===== config.mk =====
export PLATFORM = sky130hd
export DESIGN_NAME = b64_queue
export DESIGN_NICKNAME = d
export VERILOG_FILES = /design/src/design/b64_pkg.sv /design/src/design/b64_queue.sv
export SDC_FILE = /design/constraint.sdc
export NUM_CORES = 1
export LEC_CHECK = 0
export BUFFER_PORTS_ARGS = -buffer_cell sky130_fd_sc_hd__buf_2
export CAP_MARGIN = 20
export CORE_MARGIN = 2
export CORE_UTILIZATION = 52
export CTS_CLUSTER_DIAMETER = 40
export DETAILED_ROUTE_END_ITERATION = 10
export GPL_ROUTABILITY_DRIVEN = 0
export PLACE_DENSITY = 0.88
export SLEW_MARGIN = 10
export SYNTH_ARGS = -nofsm -noshare
export SYNTH_HDL_FRONTEND = slang
export SYNTH_SLANG_ARGS = --single-unit

===== constraint.sdc =====
create_clock -name clk_i -period 3.1 [get_ports clk_i]
set_clock_uncertainty 0.05 [all_clocks]
set_input_delay 0.93 -clock clk_i [delete_from_list [all_inputs] [get_ports clk_i]]
set_output_delay 0.93 -clock clk_i [all_outputs]
set_load 0.02 [all_outputs]

===== src/design/b64_pkg.sv =====
`timescale 1ns / 1ps

package b64_pkg;

  localparam int B64_QUEUE_DEPTH = 2;
  localparam logic [7:0] PAD_CHAR = 8'h3D;

  typedef enum logic {
    DIR_ENCODE = 1'b0,
    DIR_DECODE = 1'b1
  } dir_e;

  typedef struct packed {
    logic [7:0] data_byte;
    logic       msg_last;
  } in_item_t;

  typedef struct packed {
    logic [7:0] out_byte;
    logic       run_end;
    logic       msg_end;
  } out_item_t;

  // One finished group: result bytes in order, index of the last one.
  typedef struct packed {
    logic [3:0][7:0] bytes;
    logic [1:0]      last_idx;
    logic            msg_last;
  } grp_t;

  typedef struct packed {
    logic full;
    logic empty;
  } q_status_t;

  function automatic logic [7:0] enc_char(input logic [5:0] s);
    logic [7:0] s8;
    s8 = {2'b00, s};
    if (s < 6'd26) begin
      return s8 + 8'h41;
    end else if (s < 6'd52) begin
      return s8 - 8'd26 + 8'h61;
    end else if (s < 6'd62) begin
      return s8 - 8'd52 + 8'h30;
    end else if (s == 6'd62) begin
      return 8'h2B;
    end else begin
      return 8'h2F;
    end
  endfunction

  function automatic logic [5:0] sextet_of(input logic [7:0] ch);
    logic [7:0] v;
    v = 8'd0;
    if (ch >= 8'h41 && ch <= 8'h5A) begin
      v = ch - 8'h41;
    end else if (ch >= 8'h61 && ch <= 8'h7A) begin
      v = ch - 8'h61 + 8'd26;
    end else if (ch >= 8'h30 && ch <= 8'h39) begin
      v = ch - 8'h30 + 8'd52;
    end else if (ch == 8'h2B) begin
      v = 8'd62;
    end else if (ch == 8'h2F) begin
      v = 8'd63;
    end
    return v[5:0];
  endfunction

endpackage


===== src/design/b64_queue.sv =====
`timescale 1ns / 1ps

module b64_queue #(
  parameter int Depth = b64_pkg::B64_QUEUE_DEPTH
) (
  input  logic               clk_i,
  input  logic               rst_ni,
  input  logic               push_i,
  input  b64_pkg::grp_t      grp_i,
  input  logic               pop_i,
  output b64_pkg::grp_t      grp_o,
  output b64_pkg::q_status_t q_stat_o
);
  import b64_pkg::*;

  localparam int PtrW = (Depth > 1) ? $clog2(Depth) : 1;
  localparam int CntW = $clog2(Depth + 1);

  grp_t            mem_q [Depth];
  logic [PtrW-1:0] wptr_q, wptr_d;
  logic [PtrW-1:0] rptr_q, rptr_d;
  logic [CntW-1:0] cnt_q, cnt_d;

  assign q_stat_o.full  = (cnt_q == CntW'(Depth));
  assign q_stat_o.empty = (cnt_q == '0);
  assign grp_o          = mem_q[rptr_q];

  always_comb begin
    wptr_d = wptr_q;
    rptr_d = rptr_q;
    cnt_d  = cnt_q;
    if (push_i) begin
      wptr_d = (wptr_q == PtrW'(Depth - 1)) ? '0 : wptr_q + 1'b1;
    end
    if (pop_i) begin
      rptr_d = (rptr_q == PtrW'(Depth - 1)) ? '0 : rptr_q + 1'b1;
    end
    if (push_i && !pop_i) begin
      cnt_d = cnt_q + 1'b1;
    end else if (pop_i && !push_i) begin
      cnt_d = cnt_q - 1'b1;
    end
  end

  always_ff @(posedge clk_i) begin
    if (push_i) begin
      mem_q[wptr_q] <= grp_i;
    end
  end

  always_ff @(posedge clk_i or negedge rst_ni) begin
    if (!rst_ni) begin
      wptr_q <= '0;
      rptr_q <= '0;
      cnt_q  <= '0;
    end else begin
      wptr_q <= wptr_d;
      rptr_q <= rptr_d;
      cnt_q  <= cnt_d;
    end
  end

endmodule


==> results.json, run 1 <==
{
  "synth_area_leaders": "edfxtp_1 73%, mux2_4 15%, dfrtp_1 3.5%",
  "antenna_found_initial": 0,
  "post-route-min-period_ns": 2.62,
  "irDropWorstVdd_mv": 0.606,
  "wl_per_cell_um": 15.6,
  "r2r_start": "wptr_q",
  "dpl.hpwl_mm": 3.13,
  "final_common_cell": "buf_2",
  "worst_pin_slew_ns": 0.255,
  "cp_cell_sequence": "buf_4 -> mux2_2 -> buf_2",
  "path_clk_slew_ns": 0.07,
  "io_pins": 76,
  "ys_seq_elements": 74,
  "antenna_left": 0,
  "relSlewSlack_pct": 83.0,
  "setup-tns-final_ns": 0,
  "portBuffers": 75,
  "clockBufferDepth": 2,
  "rsz0062_at_grt": "false",
  "syn2layout_area_growth_pct": 23.3,
  "diodes": 0,
  "clock.fmax_mhz": 381,
  "nets": 253,
  "die_w_um": 78.2,
  "rows": 27,
  "yosysWarnings": 0,
  "clkSinkCount": 74,
  "worstPathRequired_ns": 2.12,
  "yosysTopAreaCellShare_pct": 73.4,
  "fin_hold_ws_ns": 0.338,
  "cts.repair.resized": 0,
  "synth_area_per_cell_um2": 22.9,
  "drtIter0Drc": 107,
  "crit_type": "reg2out",
  "crit_arrival_ns": 1.64,
  "drcViolationCount": 0,
  "cts_max_level": 3,
  "setup_viol": 0,
  "regToRegSetupSlack_ns": 1.82,
  "cp-startpoint": "rptr_q",
  "finalMaxSlewViolations": 0,
  "wl_mm": 4.53,
  "power.total_mw": 3.34,
  "firstDrtPassIters": 4,
  "grt_max_degree": 20,
  "start_util_pct": 53.0,
  "die_h_um": 78.2,
  "critPathLaunchType": "flip-flop",
  "syn_inst": 125,
  "yosysTopAreaCell": "edfxtp_1",
  "cts-root-buf": "clkbuf_8",
  "p_leak_nw": 1.45,
  "crit_path_end": "grp_o[14]",
  "end_kind": "primary output",
  "status": "finished, final reports clean",
  "drv_cap": 0,
  "cts_tree": "done",
  "vias": 1392,
  "grt_usage_pct": 15.7,
  "drive_gt1_share_pct": 60.1,
  "grt_pass1_vias": 1402,
  "vias_per_cell": 4.80,
  "synth-seq-area-share_pct": 76.9,
  "final_cell_mix": "75 x buf_2, 70 x edfxtp_1, 29 x mux2_4, 9 x clkbuf_8, 6 x mux2_2",
  "clk_latency_ns": 0.33,
  "power_density_mw_per_mm2": 947,
  "critPathMaxStageDelay_ns": 0.48,
  "hold_viol_final": 0,
  "grt_pass1_wl_mm": 6.89,
  "ctsHoldBuffers": 0,
  "hp-class": "in2async",
  "syn_nets": 165,
  "core_mm2": 0.00541,
  "r2r_cells": 2,
  "syn_area_mm2": 0.00286,
  "slowest_stage": "dfrtp_2",
  "cts_buffers": 9,
  "synth_cell_types": 13,
  "grt_overflow": 0,
  "r2r_end": "mem_q[1][18]",
  "die_area_mm2": 0.00611,
  "critPathMaxFanout": 12,
  "post_cts_buffers": 0,
  "post-route-period-util_pct": 84.6
}
[sequential cells by signal, indices dropped and copies added (netlist names)]
register  cells
mem_q        70
wptr_q        1
cnt_q         2
rptr_q        1
[layout make-up]
cell class | instances | area (um^2)
multi-input combinational | 46 | 593
tap | 72 | 90.1
clock inverter | 7 | 83.8
fill | 374 | 1870
timing repair buffer | 81 | 433
inverter | 1 | 3.75
clock buffer | 9 | 124
sequential | 74 | 2200
[where the power goes]
part	internal, mW	switching [mW]
logic	0.535	0.624
registers	1.33	0.0880
clock network	0.443	0.323
total	2.31	1.04
[cells by family after synthesis]
family / after synthesis / share of synthesized area [%]
flip-flops: 74 / 76.9
multiplexers: 35 / 17.6
buffers and inverters: 5 / 2.62
AND/OR/NAND/NOR: 5 / 0.918
adder cells (fa/ha/maj): 1 / 0.437
XOR/XNOR: 5 / 1.53
[how the worst min path moves through the flow]
| stage | from | to | slack, ns | cells past startpoint |
|---|---|---|---|---|
| after global routing | rst_ni | cnt_q[1] | 0.32 | 1 |
| final | rst_ni | wptr_q | 0.34 | 1 |
| after global placement | cnt_q[1] | cnt_q[1] | 0.43 | 1 |
| after floorplan | wptr_q | wptr_q | 0.41 | 1 |
| after detailed placement | cnt_q[1] | cnt_q[1] | 0.43 | 1 |
| after CTS | rst_ni | cnt_q[1] | 0.32 | 1 |
[per-stage QoR]
step	cell area (um^2)	setup WS (ns)	std cells	util (%)
2_1_floorplan	2860	0.113	125	-
4_1_cts	3530	0.449	290	65.3
3_5_place_dp	3320	0.825	274	61.5
3_3_place_gp	3320	0.861	274	61.5
5_1_grt	3530	0.393	290	65.3
6_report	3530	0.478	290	65.3
[worst max-delay path: cells and delay by family, from the launching register on]
family | cells | cell delay, ns
flops | 1 | 0.48
buf+inv | 2 | 0.45
mux | 1 | 0.37
[cells in the mapped netlist]
cell type and count:
buf_6 1, ha_1 1, edfxtp_1 70, buf_12 3, nor2_1 2, inv_1 1, dfrtp_1 4, mux2_2 6
nor2b_1 2, mux2_4 29, xor2_1 4, and2_1 1, xnor2_1 1
[metal layers]
| metal | up-vias | part of all wire [%] | track usage (%) |
|---|---|---|---|
| met5 | - | 0 | 0 |
| met4 | 0 | 0.51 | 6.84 |
| met3 | 2 | 7.6 | 7.24 |
| met2 | 48 | 51 | 24.7 |
| met1 | 681 | 41 | 18.8 |
| li1 | 661 | - | - |
Note: power is estimated with default switching activity, not from simulation.
==> run 2, diff against run 1 <==
clock period = 2.6 ns   (was 3.1 ns; I/O delays follow)
==> run 2 against run 1 <==
  * Count of clock-buffer cells in the layout unchanged
  * Flip-flop and latch count unchanged
  * Sequential share of layout area about the same
  * Hold slack worse by 0.15 ns
  * First-iteration DRC count down 16%
  * Critical path depth unchanged
  * Critical path type unchanged
==> results.json, run 2 (synthesized netlist as in run 1, its figures left out) <==
{
  "status": "finished, final reports clean",
  "drive_gt1_share_pct": 60.8,
  "dpl.hpwl_mm": 2.98,
  "core_mm2": 0.00541,
  "cts_tree": "done",
  "firstDrtPassIters": 4,
  "wl_mm": 4.36,
  "final_common_cell": "buf_2",
  "largest_register": "mem_q",
  "grt_pass1_wl_mm": 7.06,
  "hold_viol_final": 0,
  "wl_per_cell_um": 15.1,
  "cts_max_level": 3,
  "p_comb_share_pct": 34.2,
  "die_area_mm2": 0.00611,
  "post_cts_buffers": 0,
  "rsz0062_at_grt": "false",
  "clkSinkCount": 74,
  "end_kind": "primary output",
  "grt_usage_pct": 15.9,
  "antenna_left": 0,
  "fill_cells": 379,
  "setup_viol": 0,
  "grt_overflow": 0,
  "path_clk_slew_ns": 0.07,
  "diodes": 0,
  "clock.fmax_mhz": 410,
  "die_h_um": 78.2,
  "drcViolationCount": 0,
  "irDropWorstVdd_mv": 0.674,
  "die_w_um": 78.2,
  "p_clk_share_pct": 23.4,
  "fin_ws_ns": 0.159,
  "power_density_mw_per_mm2": 1130,
  "design_area_mm2": 0.00353,
  "portBuffers": 75,
  "ctsHoldBuffers": 0,
  "clockBufferDepth": 2,
  "dp.cells": 273,
  "critPathMaxFanout": 15,
  "final_cell_mix": "75 x buf_2, 70 x edfxtp_1, 29 x mux2_4, 9 x clkbuf_8, 6 x mux2_2",
  "wl_met1_mm": 1.81,
  "io_pins": 76,
  "worst_pin_slew_ns": 0.486,
  "vias": 1399,
  "pwr-share-seq_pct": 42.4,
  "finalMaxSlewViolations": 0,
  "start_util_pct": 53.0,
  "cts_buffers": 9,
  "p_sw_share_pct": 30.9,
  "syn2layout_area_growth_pct": 23.4,
  "hp-class": "in2async",
  "p_sw_mw": 1.23,
  "crit_arrival_ns": 1.61,
  "post-route-period-util_pct": 93.9,
  "clk_latency_ns": 0.33,
  "top_layer": "met4",
  "grt_max_degree": 23,
  "final_cells": 289,
  "cts.repair.resized": 0,
  "crit_type": "reg2out",
  "wl_met3_um": 284,
  "cts-root-buf": "clkbuf_8",
  "post-route-min-period_ns": 2.44,
  "drv_cap": 0,
  "antenna_found_initial": 0,
  "relSlewSlack_pct": 67.5,
  "largest_registers": "mem_q x70, cnt_q x2",
  "worstPathRequired_ns": 1.77,
  "critPathLaunchType": "flip-flop",
  "post-route-util_pct": 65.4,
  "fin_hold_ws_ns": 0.189,
  "drtIter0Drc": 90,
  "largest_reg_flops": 70,
  "grt_pass1_vias": 1481,
  "setup-tns-final_ns": 0,
  "vias_per_cell": 4.84,
  "power.total_mw": 3.98,
  "intPower_mw": 2.75,
  "placed_area_mm2": 0.00332,
  "dp_worst_setup_slack_ns": 0.509,
  "rows": 27,
  "p_leak_nw": 1.43,
  "route.met2.wl_mm": 2.16,
  "nets": 252
}
-- run 2: cell type report --
| cell class | count | area [um^2] | area share [%] |
|---|---|---|---|
| multi-input combinational | 46 | 593 | 16.8 |
| inverter | 1 | 3.75 | 0.106 |
| timing repair buffer | 80 | 425 | 12.0 |
| tap | 72 | 90.1 | 2.55 |
| clock inverter | 7 | 93.8 | 2.66 |
| clock buffer | 9 | 124 | 3.51 |
| sequential | 74 | 2200 | 62.4 |
-- run 2: worst max-delay path, stage by stage, from the launching register on --
cell and delay [ns]:
dfrtp_2 0.45, buf_4 0.32, mux2_4 0.34, buf_2 0.16
-- run 2: path summary, 6_finish.rpt --
kind,from,endpoint,slack [ns],depth (start not counted)
setup / recovery,rptr_q,grp_o[4],0.16,3
hold / removal,rst_ni,rptr_q,0.19,1
hold reg to reg,cnt_q[1],cnt_q[1],0.45,1
min in group clk_i,cnt_q[1],cnt_q[1],0.45,1
max in group asynchronous,rst_ni,rptr_q,2.18,1
setup reg to reg,wptr_q,mem_q[0][2],1.14,2
-- run 2: routing by layer --
layer	track usage, %	vias up
li1	-	656
met1	19.4	669
met2	25.4	63
met3	4.37	11
met4	9.47	0
met5	0	-
-- run 2: power groups by stage --
stage	Sequential, mW	Clock [mW]	Combinational (mW)
finish	1.68	0.930	1.36
global route	1.71	1.01	1.45
CTS	1.69	0.956	1.38
detailed placement	1.71	0	1.38
global placement	1.70	0	1.36
floorplan	1.67	0	1.11
==> run 3, diff against run 2 <==
ABC_AREA = 1   (was not set)
CORE_UTILIZATION = 47   (was 52)
PLACE_DENSITY = 0.84   (was 0.88)
clock period = 2 ns   (was 2.6 ns; I/O delays follow)
==> run 3 against run 2 <==
  * The run now ends with setup timing left
  * Die area is 11% higher
  * Design area is 2.8% higher
  * Largest power group unchanged
  * Synthesized cell count is 7.2% higher
  * Critical endpoint is now grp_o[11]
==> results.json, run 3 <==
{
  "critPathLaunchType": "flip-flop",
  "grt_pass1_vias": 1422,
  "synth_area_leaders": "edfxtp_1 73%, mux2_4 15%, dfrtp_1 3.5%",
  "clockBufferDepth": 2,
  "finalMaxSlewViolations": 0,
  "cts_max_level": 3,
  "largest_reg_flops": 70,
  "drv_cap": 0,
  "r2r_start": "wptr_q",
  "final_cells": 301,
  "violations": "setup timing",
  "r2r_cells": 2,
  "synth_area_per_cell_um2": 21.5,
  "wl_mm": 4.57,
  "critPathMaxStageDelay_ns": 0.38,
  "hp-class": "in2async",
  "synth.most_common_cell": "edfxtp_1",
  "p_leak_nw": 1.49,
  "cts_buffers": 9,
  "fin_ws_ns": -0.0962,
  "synth_async_sr_flop_share_pct": 5.41,
  "cp_cell_sequence": "buf_4 -> mux2_4 -> buf_2",
  "relSlewSlack_pct": 81.1,
  "dpl.hpwl_mm": 3.20,
  "die_h_um": 82.3,
  "worstPathRequired_ns": 1.35,
  "cts-root-buf": "clkbuf_8",
  "crit_arrival_ns": 1.45,
  "grt_overflow": 0,
  "clkSinkCount": 74,
  "start_util_pct": 48.7,
  "largest_register": "mem_q",
  "grt_pass1_wl_mm": 6.45,
  "end_kind": "primary output",
  "regToRegSetupSlack_ns": 0.70,
  "dp.cells": 285,
  "rows": 28,
  "core_mm2": 0.00592,
  "ys.flop_type": "edfxtp_1",
  "final_common_cell": "edfxtp_1",
  "dp_worst_setup_slack_ns": 0.245,
  "r2r_end": "mem_q[0][5]",
  "yosysTopAreaCellShare_pct": 72.9,
  "die_area_mm2": 0.00678,
  "post-route-min-period_ns": 2.10,
  "irDropWorstVdd_mv": 0.686,
  "synth-seq-area-share_pct": 76.4,
  "wl_per_cell_um": 15.2,
  "post-route-period-util_pct": 105,
  "hold_viol_final": 0,
  "yosysWarnings": 0,
  "rsz0062_at_grt": "true",
  "fin_hold_ws_ns": 0.0190,
  "drcViolationCount": 0,
  "firstDrtPassIters": 3,
  "cts_tree": "done",
  "critPathMaxFanout": 11,
  "portBuffers": 75,
  "vias": 1448,
  "synth_cell_types": 14,
  "io_pins": 76,
  "clock.fmax_mhz": 477,
  "syn_area_mm2": 0.00288,
  "final_cell_mix": "70 x edfxtp_1, 62 x buf_2, 29 x mux2_4, 13 x buf_6, 9 x clkbuf_8",
  "worst_pin_slew_ns": 0.283,
  "largest_registers": "mem_q x70, cnt_q x2",
  "syn2layout_area_growth_pct": 26.0,
  "setup_viol": 35,
  "antenna_left": 0,
  "slowest_stage": "dfrtp_2",
  "syn_inst": 134,
  "power_density_mw_per_mm2": 1440,
  "diodes": 0,
  "drive_gt1_share_pct": 57.5,
  "synthTopCellsByCount": "70 x edfxtp_1, 29 x mux2_4, 7 x inv_1",
  "drtIter0Drc": 87,
  "syn_nets": 174,
  "die_w_um": 82.3,
  "grt_usage_pct": 13.8,
  "yosysTopAreaCell": "edfxtp_1",
  "vias_per_cell": 4.81,
  "synth_edf_count": 70,
  "nets": 261,
  "grt_max_degree": 36,
  "ys_seq_elements": 74,
  "path_clk_slew_ns": 0.07,
  "setup-tns-final_ns": -2.24,
  "crit_type": "reg2out",
  "status": "finished, violations left",
  "clk_latency_ns": 0.33,
  "power.total_mw": 5.23,
  "antenna_found_initial": 0
}
==> run 3: changes by cell type in the layout (fill, tap and decap cells not counted), moves of 5 or more <==
cell and change:
buf_2 -13, nand2_1 +5, inv_1 +6, buf_6 +13
==> run 3: logic make-up (layout without fill, tap and decap cells) <==
group / count (synthesis) / in the layout / synth area share, %
and+or+nand+nor: 10 / 10 / 1.43
xor gates and xnor gates: 3 / 3 / 0.912
buffers and inverters: 11 / 103 / 3.39
DFF: 74 / 74 / 76.4
adders and majority gates: 1 / 1 / 0.434
muxes: 35 / 35 / 17.4
==> run 3: how the worst max path moves through the flow <==
stage / end / from / cells past startpoint
floorplan: mem_q[0][0] / push_i / 2
global placement: grp_o[34] / rptr_q / 3
detailed placement: grp_o[34] / rptr_q / 3
CTS: grp_o[34] / rptr_q / 3
global route: grp_o[34] / rptr_q / 3
finish: grp_o[11] / rptr_q / 3
==> run 3: power breakdown <==
| group | switching (mW) | leakage, nW | internal [mW] |
|---|---|---|---|
| Sequential | 0.111 | 0.703 | 2.06 |
| Clock | 0.482 | 0.0874 | 0.565 |
| Combinational | 1.03 | 0.701 | 0.977 |
| Total | 1.62 | 1.49 | 3.61 |
==> run 3: critical path: cells and delay by family (launching register included) <==
kind	cells	cell delay (ns)
buf+inv	2	0.40
mux	1	0.33
flops	1	0.38
==> run 3: layout make-up <==
type                       instances  area [um^2]
fill                             447         2290
sequential                        74         2200
multi-input combinational         49          591
timing repair buffer              80          532
clock buffer                      10          128
tap                               75         93.8
clock inverter                     6         57.6
inverter                           7         26.3
==> run 3: repair_timing <==
item	CTS	global route
setup buffers	0	0
gates resized for setup	2	24
endpoints found under the setup margin	35	35
hold buffers	0	0
==> run 3: per-layer routing <==
layer  vias to the layer above  GRT usage [%]  share of wire, %  wire [um]
li1                        682              -                 -          -
met1                       705           14.2                39       1780
met2                        49           24.3                53       2400
met3                        12           3.80               5.3        241
met4                         0           9.17               3.2        146
met5                         -              0                 0          0
==> run 3: stage by stage <==
stage	cell area, um^2	utilization [%]
final	3630	61.3
after global routing	3630	61.3
after CTS	3560	60.1
after detailed placement	3360	56.8
after global placement	3360	56.8
after floorplan	2890	-
